===== config.mk =====
export PLATFORM = sky130hd
export DESIGN_NAME = multichannel_adc_rank_filter_unit
export DESIGN_NICKNAME = d
export VERILOG_FILES = /design/src/design/marf_pkg.sv /design/src/design/marf_cell.sv /design/src/design/multichannel_adc_rank_filter_unit.sv
export SDC_FILE = /design/constraint.sdc
export NUM_CORES = 1
export LEC_CHECK = 0
export BUFFER_PORTS_ARGS = -buffer_cell sky130_fd_sc_hd__buf_2
export CAP_MARGIN = 20
export CORE_UTILIZATION = 60
export CTS_CLUSTER_SIZE = 20
export DETAILED_ROUTE_END_ITERATION = 8
export GPL_ROUTABILITY_DRIVEN = 0
export GPL_TIMING_DRIVEN = 0
export HOLD_SLACK_MARGIN = 0.06
export PLACE_DENSITY = 0.9
export SLEW_MARGIN = 20
export SYNTH_ARGS = -nofsm -noshare
export SYNTH_HDL_FRONTEND = slang
export SYNTH_SLANG_ARGS = --single-unit

===== constraint.sdc =====
create_clock -name clk -period 3.85 [get_ports clk]
set_input_delay 0.1925 -clock clk [delete_from_list [all_inputs] [get_ports clk]]
set_output_delay 0.1925 -clock clk [all_outputs]
set_load 0.02 [all_outputs]

===== src/design/marf_pkg.sv =====
// ---------------------------------------------------------------------------
// marf_pkg - shared types and constants for the adc rank filter
// sample width, register indexes, reset values and the cell link structs
// ---------------------------------------------------------------------------
`default_nettype none

package marf_pkg;

  localparam int SAMPLE_W      = 10;
  localparam int CHAN_OUT_W    = 3;
  localparam int SETTLE_W      = 16;
  localparam int RANK_W        = 4;
  localparam int CFG_IDX_W     = 2;
  localparam int CFG_DATA_W    = 16;

  localparam int DEF_CHANNELS      = 8;
  localparam int DEF_BURST_SAMPLES = 9;

  localparam logic [SETTLE_W-1:0] SETTLE_RESET = 16'd150;
  localparam logic [RANK_W-1:0]   RANK_RESET   = 4'd5;

  localparam logic [CFG_IDX_W-1:0] REG_SETTLE_TICKS = 2'd0;
  localparam logic [CFG_IDX_W-1:0] REG_PICK_RANK    = 2'd1;

  localparam logic CMD_TICK    = 1'b0;
  localparam logic CMD_CONVERT = 1'b1;

  // control broadcast to every cell of the chain
  typedef struct packed {
    logic clear;
    logic insert;
  } marf_ctl_t;

  // what one cell shows its right-hand neighbour
  typedef struct packed {
    logic                occ;
    logic                le;
    logic [SAMPLE_W-1:0] val;
  } marf_link_t;

endpackage

`default_nettype wire


===== src/design/marf_cell.sv =====
// ---------------------------------------------------------------------------
// marf_cell - one slot of the sorted insertion chain
// keeps its sample, takes the new one, takes the left neighbour's, or empties on clear
// ---------------------------------------------------------------------------
`default_nettype none

module marf_cell (
  input  logic                            clk,
  input  logic                            rst_n,
  input  marf_pkg::marf_ctl_t             ctl,
  input  logic [marf_pkg::SAMPLE_W-1:0]   sample_in,
  input  marf_pkg::marf_link_t            left,
  output marf_pkg::marf_link_t            cell_out
);
  import marf_pkg::*;

  logic                occ_r;
  logic                occ_nxt;
  logic [SAMPLE_W-1:0] val_r;
  logic [SAMPLE_W-1:0] val_nxt;

  // an empty slot ranks above every sample
  assign cell_out.occ = occ_r;
  assign cell_out.le  = occ_r && (val_r <= sample_in);
  assign cell_out.val = val_r;

  always_comb begin
    occ_nxt = occ_r;
    val_nxt = val_r;
    if (ctl.clear) begin
      occ_nxt = 1'b0;
    end else if (ctl.insert && !cell_out.le) begin
      // new sample lands here if the left slot is not above it, else shift right
      val_nxt = left.le ? sample_in : left.val;
      occ_nxt = left.occ;
    end
  end

  always_ff @(posedge clk) begin
    if (!rst_n) begin
      occ_r <= 1'b0;
    end else begin
      occ_r <= occ_nxt;
    end
  end

  always_ff @(posedge clk) begin
    val_r <= val_nxt;
  end

endmodule

`default_nettype wire


===== src/design/multichannel_adc_rank_filter_unit.sv =====
// an accepted request's result is registered and appears in the next cycle
// throughput: one request per cycle while the result side is not stalled
// each conversion sample is sorted into the cell chain in the cycle it is taken
// reset: synchronous, active low; phase idle, channel 0, counters 0, chain empty,
// settle_ticks 150, pick_rank 5
// ---------------------------------------------------------------------------
// multichannel_adc_rank_filter_unit - round-robin adc sequencer with rank pick
// collects a burst per channel, waits a settle time and emits the ranked sample
// ---------------------------------------------------------------------------
`default_nettype none

module multichannel_adc_rank_filter_unit #(
  parameter int CHANNELS      = marf_pkg::DEF_CHANNELS,
  parameter int BURST_SAMPLES = marf_pkg::DEF_BURST_SAMPLES
) (
  input  logic                               clk,
  input  logic                               rst_n,
  input  logic                               in_valid,
  output logic                               in_stall,
  input  logic                               in_command,
  input  logic [marf_pkg::SAMPLE_W-1:0]      in_sample,
  output logic                               out_valid,
  input  logic                               out_stall,
  output logic                               out_start_conversion,
  output logic [marf_pkg::CHAN_OUT_W-1:0]    out_channel_select,
  output logic                               out_value_valid,
  output logic [marf_pkg::CHAN_OUT_W-1:0]    out_value_channel,
  output logic [marf_pkg::SAMPLE_W-1:0]      out_filtered_value,
  input  logic                               cfg_valid,
  output logic                               cfg_ready,
  input  logic [marf_pkg::CFG_IDX_W-1:0]     cfg_index,
  input  logic [marf_pkg::CFG_DATA_W-1:0]    cfg_data
);
  import marf_pkg::*;

  localparam int CH_W  = (CHANNELS > 1) ? $clog2(CHANNELS) : 1;
  localparam int CNT_W = $clog2(BURST_SAMPLES + 1);
  localparam int IDX_W = (BURST_SAMPLES > 1) ? $clog2(BURST_SAMPLES) : 1;

  localparam logic [CH_W-1:0]  CH_LAST    = CH_W'(CHANNELS - 1);
  localparam logic [CNT_W:0]   BURST_FULL = (CNT_W + 1)'(BURST_SAMPLES);
  localparam logic [5:0]       RANK_MAX   = 6'(BURST_SAMPLES - 1);

  typedef enum logic [1:0] {
    PH_IDLE,
    PH_COLLECT,
    PH_SETTLE
  } phase_t;

  // configuration registers
  logic [SETTLE_W-1:0] settle_ticks_r;
  logic [RANK_W-1:0]   pick_rank_r;

  assign cfg_ready = 1'b1;

  always_ff @(posedge clk) begin
    if (!rst_n) begin
      settle_ticks_r <= SETTLE_RESET;
      pick_rank_r    <= RANK_RESET;
    end else if (cfg_valid && cfg_ready) begin
      if (cfg_index == REG_SETTLE_TICKS) begin
        settle_ticks_r <= cfg_data;
      end else if (cfg_index == REG_PICK_RANK) begin
        pick_rank_r <= cfg_data[RANK_W-1:0];
      end
    end
  end

  // sequencer state and result register
  phase_t              phase_r, phase_nxt;
  logic [CH_W-1:0]     chan_r, chan_nxt;
  logic [CNT_W-1:0]    cnt_r, cnt_nxt;
  logic [SETTLE_W-1:0] tick_r, tick_nxt;

  logic                out_valid_r;
  logic                start_r, start_nxt;
  logic [CH_W-1:0]     sel_r;
  logic                vvalid_r, vvalid_nxt;
  logic [CH_W-1:0]     vchan_r, vchan_nxt;
  logic [SAMPLE_W-1:0] fval_r, fval_nxt;

  logic                accept;
  logic [CNT_W:0]      cnt_inc;
  marf_ctl_t           ctl;

  marf_link_t          links [BURST_SAMPLES];
  logic [BURST_SAMPLES-1:0] occ_vec;
  logic [5:0]          rank_ext;
  logic [IDX_W-1:0]    rank_idx;
  logic [SAMPLE_W-1:0] picked;

  assign in_stall = out_valid_r && out_stall;
  assign accept   = in_valid && !in_stall;
  assign cnt_inc  = {1'b0, cnt_r} + 1'b1;

  // clamp rank to the last slot of the chain
  assign rank_ext = (6'(pick_rank_r) > RANK_MAX) ? RANK_MAX : 6'(pick_rank_r);
  assign rank_idx = rank_ext[IDX_W-1:0];
  assign picked   = links[rank_idx].val;

  always_comb begin
    phase_nxt  = phase_r;
    chan_nxt   = chan_r;
    cnt_nxt    = cnt_r;
    tick_nxt   = tick_r;
    start_nxt  = 1'b0;
    vvalid_nxt = 1'b0;
    vchan_nxt  = '0;
    fval_nxt   = '0;
    ctl        = '{clear: 1'b0, insert: 1'b0};
    unique case (phase_r)
      PH_IDLE: begin
        start_nxt = 1'b1;
        cnt_nxt   = '0;
        phase_nxt = PH_COLLECT;
        ctl.clear = accept;
      end
      PH_COLLECT: begin
        if (in_command == CMD_CONVERT) begin
          ctl.insert = accept;
          cnt_nxt    = cnt_inc[CNT_W-1:0];
          if (cnt_inc >= BURST_FULL) begin
            tick_nxt  = '0;
            phase_nxt = PH_SETTLE;
          end else begin
            start_nxt = 1'b1;
          end
        end
      end
      PH_SETTLE: begin
        if (in_command == CMD_TICK && tick_r != '1) begin
          tick_nxt = tick_r + 1'b1;
        end
        if (tick_nxt >= settle_ticks_r) begin
          vvalid_nxt = 1'b1;
          vchan_nxt  = chan_r;
          fval_nxt   = picked;
          chan_nxt   = (chan_r == CH_LAST) ? '0 : chan_r + 1'b1;
          phase_nxt  = PH_IDLE;
        end
      end
      default: begin
        phase_nxt = PH_IDLE;
      end
    endcase
  end

  always_ff @(posedge clk) begin
    if (!rst_n) begin
      phase_r     <= PH_IDLE;
      chan_r      <= '0;
      cnt_r       <= '0;
      tick_r      <= '0;
      out_valid_r <= 1'b0;
    end else begin
      if (accept) begin
        phase_r  <= phase_nxt;
        chan_r   <= chan_nxt;
        cnt_r    <= cnt_nxt;
        tick_r   <= tick_nxt;
        start_r  <= start_nxt;
        sel_r    <= chan_nxt;
        vvalid_r <= vvalid_nxt;
        vchan_r  <= vchan_nxt;
        fval_r   <= fval_nxt;
      end
      if (accept) begin
        out_valid_r <= 1'b1;
      end else if (!out_stall) begin
        out_valid_r <= 1'b0;
      end
    end
  end

  // insertion chain, sorted ascending from slot 0
  genvar gi;
  for (gi = 0; gi < BURST_SAMPLES; gi++) begin : g_cell
    marf_link_t left_link;
    if (gi == 0) begin : g_head
      assign left_link = '{occ: 1'b1, le: 1'b1, val: '0};
    end else begin : g_body
      assign left_link = links[gi-1];
    end
    marf_cell u_cell (
      .clk       (clk),
      .rst_n     (rst_n),
      .ctl       (ctl),
      .sample_in (in_sample),
      .left      (left_link),
      .cell_out  (links[gi])
    );
    assign occ_vec[gi] = links[gi].occ;
  end

  // widen or trim channel numbers to the three reported bits
  logic [CH_W+CHAN_OUT_W-1:0] sel_ext;
  logic [CH_W+CHAN_OUT_W-1:0] vchan_ext;
  assign sel_ext   = {{CHAN_OUT_W{1'b0}}, sel_r};
  assign vchan_ext = {{CHAN_OUT_W{1'b0}}, vchan_r};

  assign out_valid            = out_valid_r;
  assign out_start_conversion = start_r;
  assign out_channel_select   = sel_ext[CHAN_OUT_W-1:0];
  assign out_value_valid      = vvalid_r;
  assign out_value_channel    = vchan_ext[CHAN_OUT_W-1:0];
  assign out_filtered_value   = fval_r;

  a_cnt_bound: assert property (@(posedge clk) disable iff (!rst_n)
    (CNT_W + 1)'(cnt_r) <= BURST_FULL)
    else $error("burst count beyond burst length");

  a_full_on_emit: assert property (@(posedge clk) disable iff (!rst_n)
    (accept && phase_r == PH_SETTLE) |-> (occ_vec == '1))
    else $error("rank chain not full in settle phase");

  a_emit_no_start: assert property (@(posedge clk) disable iff (!rst_n)
    (out_valid_r && vvalid_r) |-> !start_r)
    else $error("value emitted together with a conversion start");

  a_accept_result: assert property (@(posedge clk) disable iff (!rst_n)
    accept |=> out_valid_r)
    else $error("accepted request produced no result");

endmodule

`default_nettype wire

; Yosys cells after proc, flatten, opt, wreduce, memory -nomap -nowiden
; Cells that the tools add are included.
[word_totals]
register_bits = 163
latch_bits = 0
mem_bits_rw = 0
mem_bits_ro = 0
inputBits = 34
output_inout_bits = 21
word_cells = 147
memories = 0
[op_classes]
addsub = 3
n_mul = 0
div_mod_pow = 0
magnitude_cmp = 13
eq_ne = 9
shift = 0
muxes = 35
bitwise = 5
reduce_logical = 52
[ops]
columns = cell, count
row1 = $mux W10, 10
row2 = $le A10 B10 Y1, 9
row3 = $mux W16, 4
row4 = $bmux W12 S4, 1
row5 = $pmux W16 S2, 1
row6 = $reduce_and A2 Y1, 12
row7 = $logic_and A1 B1 Y1, 21
row8 = $add A16 B1 Y16 const B, 1
row9 = $ge A16 B16 Y1, 1
row10 = $ne A16 B16 Y1 const B, 1
row11 = $logic_not A1 Y1, 10
row12 = $mux W3, 3
row13 = $mux W1, 8
row14 = $mux W4, 2
row15 = $pmux W4 S2, 1
row16 = $reduce_and A4 Y1, 2
row17 = $mux W2, 3
row18 = $ne A2 B2 Y1 const B, 3
row19 = $pmux W2 S3, 1
row20 = $reduce_and A3 Y1, 2
row21 = $add A4 B1 Y5 const B, 1
row22 = $ge A5 B4 Y1 const B, 1
row23 = $ge A5 B5 Y1 const B, 1
row24 = $not A4 Y5, 1
row25 = 11 further kinds, 17

; Longest topological paths before layout
; Gate-level depths: netlist of the first run.
[depth]
depth_word = 7
mapped_depth = 14
mapped_depth_nobuf = 13

; By module
; From an unflattened synthesis of the first run, not the netlist that was laid out.
[hier_totals]
hier_cells = 1128
hier_area_um2 = 11398.4
[by_module_without_submodules]
columns = module, instances, cells_per_inst, area_per_inst_um2, seq_area_each_um2
row1 = marf_cell, 9, 71, 788.3, 320.3
row2 = multichannel_adc_rank_filter_unit, 1, 489, 4304.1, 1461.4

; Least setup slack after synthesis of the first run
; OpenSTA, ideal clock, no wires.
[synth_path]
kind = register -> register
startpoint = register tick_r[0]
endpoint = register sel_r[0] (netlist: out_channel_select[0]) (data pin)
setup_time_ns = 0.260
t_arrival_ns = 3.295
t_required_ns = 3.590
setup_slack_ns = 0.295
path_stages_with_launch = 14
path_buffers = 0
period_less_slack_ns = 3.555
cell_sequence = dfxtp_1 > ha_1 > nand4_1 > nor3_4 > a21oi_1 > and3_1 > xor2_1 > ha_1 > a21o_1 > a211oi_1 > o21ai_1 > a2111o_1 > nand2_4 > mux2_4
[synth_via]
elab_chain_len = 7
word_cells_on_any_way = 8
classes_between = 1 x add/sub / 1 x order compare / 1 x eq/ne / 4 x mux / 1 x reduce/logical
[synth_rtl]
columns = element, line_no
row1 = from (decl), multichannel_adc_rank_filter_unit.sv:73  ; logic [SETTLE_W-1:0] tick_r, tick_nxt;
row2 = from (signal assigned), multichannel_adc_rank_filter_unit.sv:160  ; tick_r <= tick_nxt;
row3 = "parallel branches: the longest is 2 deep, another holds $add A16 B1 Y16", --
row4 = $mux W16 *, multichannel_adc_rank_filter_unit.sv:131  ; if (in_command == CMD_TICK && tick_r != '1) begin
row5 = $mux W16 *, multichannel_adc_rank_filter_unit.sv:111  ; unique case (phase_r)
row6 = $ge A16 B16 Y1 *, multichannel_adc_rank_filter_unit.sv:134  ; if (tick_nxt >= settle_ticks_r) begin
row7 = $mux W3 *, multichannel_adc_rank_filter_unit.sv:134
row8 = $mux W3 *, multichannel_adc_rank_filter_unit.sv:111
row9 = net chan_nxt[0], multichannel_adc_rank_filter_unit.sv:71  ; logic [CH_W-1:0] chan_r, chan_nxt;
row10 = to (signal assigned), multichannel_adc_rank_filter_unit.sv:162  ; sel_r <= chan_nxt;
row11 = to (decl), multichannel_adc_rank_filter_unit.sv:77  ; logic [CH_W-1:0] sel_r;
; Mark *: on every way through the listed nets, which the timed path passes. The select of a mux whose other input is x is not followed.
; A chain may end at the register's enable or synchronous reset.

; Final worst setup path of the first run
[layout_path]
startpoint = register tick_r[0]
endpoint = register sel_r[2] (netlist: out_channel_select[2]) (data pin)
; The elaborated chain is that of the path after synthesis.

==> flow_metrics.py, run 1 <==
metrics = {
    "layout": {
        "syn2layout_area_growth_pct": 13.4,
        "final_common_cell": "ha_1",
        "final_layout_size_suffix_gt1_frac": 0.164,
        "layout.cells.non_filler": 1304,
        "layout.nets": 1216,
        "antennaDiodeCount": 0,
        "final_cell_mix": "110 x ha_1, 108 x edfxtp_1, 106 x nand2_1",
    },
    "clock_network": {
        "cts_root_buf": "clkbuf_16",
        "cts.clk_slew.worst_paths_ns": 0.07,
        "cts.path.max_buffers": 2,
        "cts.sinks": 163,
        "worst_skew_pair.late_latency_ns": 0.44,
        "cts_made_buffers": 17,
        "cts_max_level": 4,
        "cts_tree": "yes",
    },
    "detailed_routing": {
        "met1_length_mm": 10.7,
        "dr_wl_met3_mm": 3.72,
        "wl_mm": 29.1,
        "drt_iter0_markers": 1218,
        "wl_met2_mm": 13.2,
        "via_count": 8793,
        "ant_nets": 0,
        "routed_via_density": 6.74,
        "wl_per_cell_um": 22.3,
        "first_pass_iters": 6,
        "drc": 0,
        "top_layer_used": "met4",
    },
    "global_routing": {
        "grt_max_degree": 19,
        "grt_pass1_vias": 8641,
        "grt_first_pass_wirelength_mm": 45.3,
        "antenna_found_initial": 0,
        "grt-ovfl-total": 0,
        "grt_usage": 0.338,
    },
    "status": {
        "status": "complete, no violations",
    },
    "die": {
        "die_area_um2": 17600,
        "ioPinCount": 55,
        "row_count": 47,
        "die_w_um": 133,
        "die_height_um": 133,
        "core-area_um2": 16600,
        "initial_utilization": 0.616,
    },
    "synthesis": {
        "netlist_area_um2": 10200,
        "seq_area_frac_synth": 0.424,
        "async_flop_share": 0,
        "synth.distinct_cells": 67,
        "syn-num-nets": 1126,
        "ys_dominant_reg_cell": "edfxtp_1",
        "synth-edff-count": 108,
        "yosys_warnings": 0,
        "ys_seq_elements": 163,
        "syn_area_per_cell_um2": 10.4,
        "postSynthCellCount": 981,
    },
    "setup_path": {
        "cp.required_ns": 4.04,
        "path_cells": "ha_4 -> nand4_1 -> nor3_4 -> buf_4 -> nand2_1 -> and3_1 -> xor2_1 -> ha_1 -> or3_1 -> a21oi_2 -> nor3_1 -> a2111o_1 -> nand2_4 -> mux2_4",
        "cp.arrival_ns": 3.94,
        "start_kind": "flop",
        "critPathKind": "reg -> reg",
        "slowest_delay_ns": 0.46,
        "cp_max_fo": 6,
        "end_kind": "flop",
        "slowest_stage": "a2111o_1",
    },
    "hold_path": {
        "hold_class": "in -> reg",
    },
    "timing": {
        "setup_tns_ns": 0,
        "fin_skew_ns": 0.00897,
        "fin_crit_sh": 0.974,
        "post-route-min-period_ns": 3.75,
        "fmax_ghz": 0.267,
        "worst_slew_pin_slew_ns": 1.03,
        "max_slew_margin": 0.310,
        "finalHoldViolations": 0,
        "finalSetupViolations": 0,
        "drv_slew": 0,
    },
    "power": {
        "total_power_mw": 4.12,
        "ir_drop_mv": 0.382,
        "p_leak_nw": 4.86,
        "power.density_nw_per_um2": 355,
    },
    "place": {
        "hpwl_mm": 19.4,
        "port_buffers": 52,
        "dp.cells": 1253,
    },
    "job": {
        "drv_cap": 0,
    },
}
repair_timing:
item,4_1_cts,5_1_grt
endpoints found under the setup margin,14,21
hold buffers,15,0
resized for setup,1,7
pin swaps,2,2
hold endpoints to repair,17,0
buffers inserted,3,1
final timing paths:
check / startpoint / endpoint / slack [ns] / depth (start not counted)
setup / recovery: tick_r[0] / out_channel_select[2] / 0.1 / 14
hold / removal: in_sample[2] / g_cell[0].u_cell.val_r[2] / 0.08 / 1
setup reg to reg: tick_r[0] / out_channel_select[2] / 0.1 / 14
hold reg to reg: settle_ticks_r[6] / settle_ticks_r[6] / 0.47 / 2
synthesized netlist by cell type, drive strengths merged (6+ instances only):
| library cell | n | area share |
|---|---|---|
| ha | 111 | 0.14 |
| edfxtp | 108 | 0.32 |
| nand2 | 107 | 0.040 |
| o21ai | 73 | 0.036 |
| a21oi | 57 | 0.028 |
| dfxtp | 55 | 0.11 |
| nor2 | 54 | 0.020 |
| inv | 52 | 0.019 |
| mux2 | 48 | 0.054 |
| mux2i | 47 | 0.046 |
| nand4 | 24 | 0.015 |
| clkbuf | 20 | 0.0073 |
| buf | 17 | 0.0095 |
| nor2b | 17 | 0.011 |
| a21boi | 16 | 0.012 |
| a21o | 16 | 0.012 |
| and2 | 12 | 0.0076 |
| nor3 | 12 | 0.0074 |
| o21a | 12 | 0.0088 |
| nand3 | 11 | 0.0059 |
| mux4 | 10 | 0.022 |
| nand2b | 9 | 0.0062 |
| a31oi | 8 | 0.0049 |
| and3 | 8 | 0.0049 |
| xnor2 | 8 | 0.0068 |
| a211oi | 7 | 0.0051 |
| or3 | 7 | 0.0043 |
| o221ai | 6 | 0.0057 |
| xor2 | 6 | 0.0051 |
metal layers:
metal,up-vias,global-route usage
li1,3813,-
met1,4113,0.414
met2,698,0.532
met3,169,0.107
met4,0,0.181
met5,-,0
worst max-delay path, delay by kind of cell, from the launching register on:
kind	cells	cell delay, ns
and+or+nand+nor	7	1.34
AOI/OAI and AO/OA	2	0.63
adders and majority gates	2	0.45
DFF	1	0.42
muxes	1	0.30
buffers and inverters	1	0.20
xor gates and xnor gates	1	0.15
metrics by stage:
step | hold slack [ns] | worst slack [ns] | area (um^2) | utilization
2_1_floorplan | 0.291 | 0.295 | 10200 | -
3_5_place_dp | 0.439 | -0.189 | 10800 | 0.648
6_report | 0.0844 | 0.0997 | 11600 | 0.698
3_3_place_gp | 0.424 | -0.157 | 10800 | 0.648
4_1_cts | 0.0646 | 0.0104 | 11600 | 0.696
5_1_grt | 0.0618 | -0.0190 | 11600 | 0.698
cell type report:
class | count | area (um^2)
multi-input cells | 729 | 5570
fillers | 1065 | 5020
flip-flops and latches | 163 | 4350
clock buffers | 24 | 537
repair buffers | 71 | 440
well taps | 220 | 275
inverters | 52 | 195
plain buffers | 37 | 173
clock inverters | 8 | 81.3
cell families after synthesis:
| group | after synthesis | synth area share |
|---|---|---|
| buf+inv | 89 | 0.0359 |
| xor+xnor | 14 | 0.0120 |
| other cells | 1 | 0.000366 |
| flops | 163 | 0.424 |
| simple gates | 273 | 0.132 |
| mux | 105 | 0.122 |
| fa+ha+maj | 111 | 0.135 |
| compound gates | 225 | 0.139 |
sequential cells by signal, indices dropped and copies added, names as in the netlist, 2 cells and up:
| signal | flops |
|---|---|
| chan_r | 3 |
| cnt_r | 4 |
| g_cell.u_cell.occ_r | 9 |
| g_cell.u_cell.val_r | 90 |
| out_channel_select | 3 |
| out_filtered_value | 10 |
| out_value_channel | 3 |
| phase_r | 2 |
| pick_rank_r | 4 |
| settle_ticks_r | 16 |
| tick_r | 16 |
report_power, final:
group          internal, mW  total (mW)  switching [mW]
combinational         0.157       0.418           0.261
sequential             1.89        1.92          0.0263
clock                  1.05        1.79           0.737
total                  3.10        4.12            1.02
Note: power is estimated with default switching activity, not from simulation.
==> run 2: changes to the inputs <==
SYNTH_HIERARCHICAL = 1   (was unset)
==> flow_metrics.py, run 2 <==
metrics = {
    "status": {
        "status": "complete, no violations",
    },
    "power": {
        "power.density_nw_per_um2": 312,
        "ir_drop_mv": 0.312,
        "p_leak_nw": 5.71,
    },
    "setup_path": {
        "regToRegStartpoint": "tick_r[11]",
        "critPathKind": "reg -> reg",
        "path_cells": "nand4_1 -> nor4_4 -> nor3_1 -> xor2_1 -> ha_1 -> and4_1 -> o211ai_1 -> or3_4 -> a31oi_4 -> mux2_2",
        "path_buf_inv": 0,
        "end_kind": "flop",
        "critPathTopFamily": "simple AND/OR/NAND/NOR gates",
        "slowest_delay_ns": 0.47,
        "start_kind": "flop",
        "slowest_stage": "nor4_4",
        "cp_max_fo": 8,
        "cp.required_ns": 4.03,
        "reg2reg_to": "out_channel_select[0]",
        "rrSetupSlack_ns": 0.10,
        "rr_worst_depth": 10,
        "cp.arrival_ns": 3.93,
    },
    "clock_network": {
        "cts_max_level": 4,
        "cts.sinks": 163,
        "cts.clk_slew.worst_paths_ns": 0.07,
        "cts_tree": "yes",
        "cts_made_buffers": 17,
        "cts_root_buf": "clkbuf_16",
        "worst_skew_pair.late_latency_ns": 0.44,
        "cts.path.max_buffers": 2,
    },
    "die": {
        "row_count": 50,
        "ioPinCount": 55,
        "die_w_um": 140,
        "die_height_um": 140,
        "die_area_um2": 19500,
        "core-area_um2": 18600,
        "initial_utilization": 0.611,
    },
    "layout": {
        "fin_area_um2": 13000,
        "final_cell_mix": "137 x inv_1, 111 x ha_1, 109 x nand2_1",
        "reg_top3": "g_cell.u_cell/val_r (90), settle_ticks_r (16), tick_r (16)",
        "largest_reg_flops": 90,
        "final_common_cell": "inv_1",
        "syn2layout_area_growth_pct": 14.5,
        "layout.nets": 1381,
        "final_layout_size_suffix_gt1_frac": 0.227,
        "regMostFlops": "g_cell.u_cell/val_r",
        "antennaDiodeCount": 0,
    },
    "timing": {
        "finalSetupViolations": 0,
        "setup_tns_ns": 0,
        "rsz0062_at_grt": "no",
        "post-route-min-period_ns": 3.75,
        "fmax_ghz": 0.267,
        "fin_crit_sh": 0.974,
        "worst_slew_pin_slew_ns": 0.879,
        "max_slew_margin": 0.399,
        "fin_skew_ns": 0.0161,
        "drv_slew": 0,
        "finalHoldViolations": 0,
    },
    "hold_path": {
        "min_to": "out_valid",
        "hold_class": "in -> reg",
        "min_path_cells": 3,
        "hold_start": "out_stall",
    },
    "detailed_routing": {
        "wl_mm": 31.6,
        "routed_via_density": 6.48,
        "ant_nets": 0,
        "wl_per_cell_um": 21.3,
        "drt_iter0_markers": 828,
        "drc": 0,
        "first_pass_iters": 6,
        "via_count": 9603,
    },
    "job": {
        "drv_cap": 0,
    },
    "global_routing": {
        "grt-ovfl-total": 0,
        "grt_pass1_vias": 9459,
        "grt_usage": 0.325,
        "antenna_found_initial": 0,
        "grt_max_degree": 19,
        "grt_first_pass_wirelength_mm": 48.9,
    },
    "synthesis": {
        "postSynthCellCount": 1126,
        "syn_area_per_cell_um2": 10.1,
        "yosys_warnings": 6,
        "netlist_area_um2": 11400,
    },
    "place": {
        "placed_cell_area_um2": 12200,
        "hpwl_mm": 21.4,
        "port_buffers": 53,
    },
}
## run 2: cell types whose count changed in the layout (fill, tap and decap cells not counted), sizes merged, moves of 12 or more
cell | before | now
inv | 55 | 142
mux2 | 48 | 93
o21ai | 73 | 48
a21boi | 16 | 2
and2 | 12 | 26
a211o | 5 | 18
conb | 1 | 14
a21o | 16 | 28
nor2b | 17 | 5
## run 2: what timing repair did
action | CTS | global route
hold buffers | 17 | 0
gates cloned | 0 | 0
buffers inserted | 0 | 4
endpoints found under the setup margin | 20 | 20
hold endpoints to repair | 20 | 0
resized for setup | 6 | 15
pin swaps | 1 | 4
## run 2: metrics by stage
stage	worst slack, ns	instances	hold WS, ns	power (mW)	utilization
6_report	0.102	1483	0.184	4.07	0.700
5_1_grt	0.00693	1483	0.188	4.19	0.700
4_1_cts	0.00398	1480	0.145	4.06	0.696
3_5_place_dp	-0.717	1431	0.445	2.40	0.654
3_3_place_gp	-1.21	1425	0.429	2.36	0.643
2_1_floorplan	0.00423	1138	0.317	2.22	-
## run 2: where the power goes
part | internal [mW] | switching [mW] | total (mW)
registers | 1.89 | 0.0233 | 1.91
clock network | 0.936 | 0.727 | 1.66
logic | 0.194 | 0.304 | 0.498
## run 2: how the worst max path moves through the flow
stage               startpoint  depth (start not counted)  slack (ns)                        end
finish              tick_r[11]                         10        0.10      out_channel_select[0]
CTS                  tick_r[0]                         14       0.004      out_filtered_value[7]
detailed placement   tick_r[0]                         12       -0.72      out_filtered_value[3]
floorplan            tick_r[0]                         11       0.004      out_channel_select[0]
global placement      in_valid                          6       -1.21  g_cell[1].u_cell/val_r[4]
global route        tick_r[11]                         12       0.007      out_channel_select[0]
## run 2: routing by layer
metal | wire length (um) | up-vias | share of wire | track usage
met2 | 15500 | 559 | 0.49 | 0.568
li1 | - | 4314 | - | -
met3 | 2870 | 140 | 0.091 | 0.0681
met5 | 0 | - | 0 | 0
met1 | 11800 | 4590 | 0.37 | 0.380
met4 | 1500 | 0 | 0.047 | 0.158
## run 2: layout make-up
cell class | instances | area [um^2]
buffer | 45 | 214
clock buffer | 22 | 505
clock inverter | 10 | 67.6
fill | 1214 | 5600
inverter | 136 | 510
multi-input combinational | 793 | 6560
sequential | 163 | 4350
tap | 234 | 293
timing repair buffer | 80 | 546
## run 2: worst register-to-register path, delay by kind of cell (launching register included)
kind / cells / cell delay, ns
AOI/OAI and AO/OA: 2 / 0.43
xor gates and xnor gates: 1 / 0.19
adders and majority gates: 1 / 0.33
DFF: 1 / 0.46
muxes: 1 / 0.38
and+or+nand+nor: 5 / 1.70
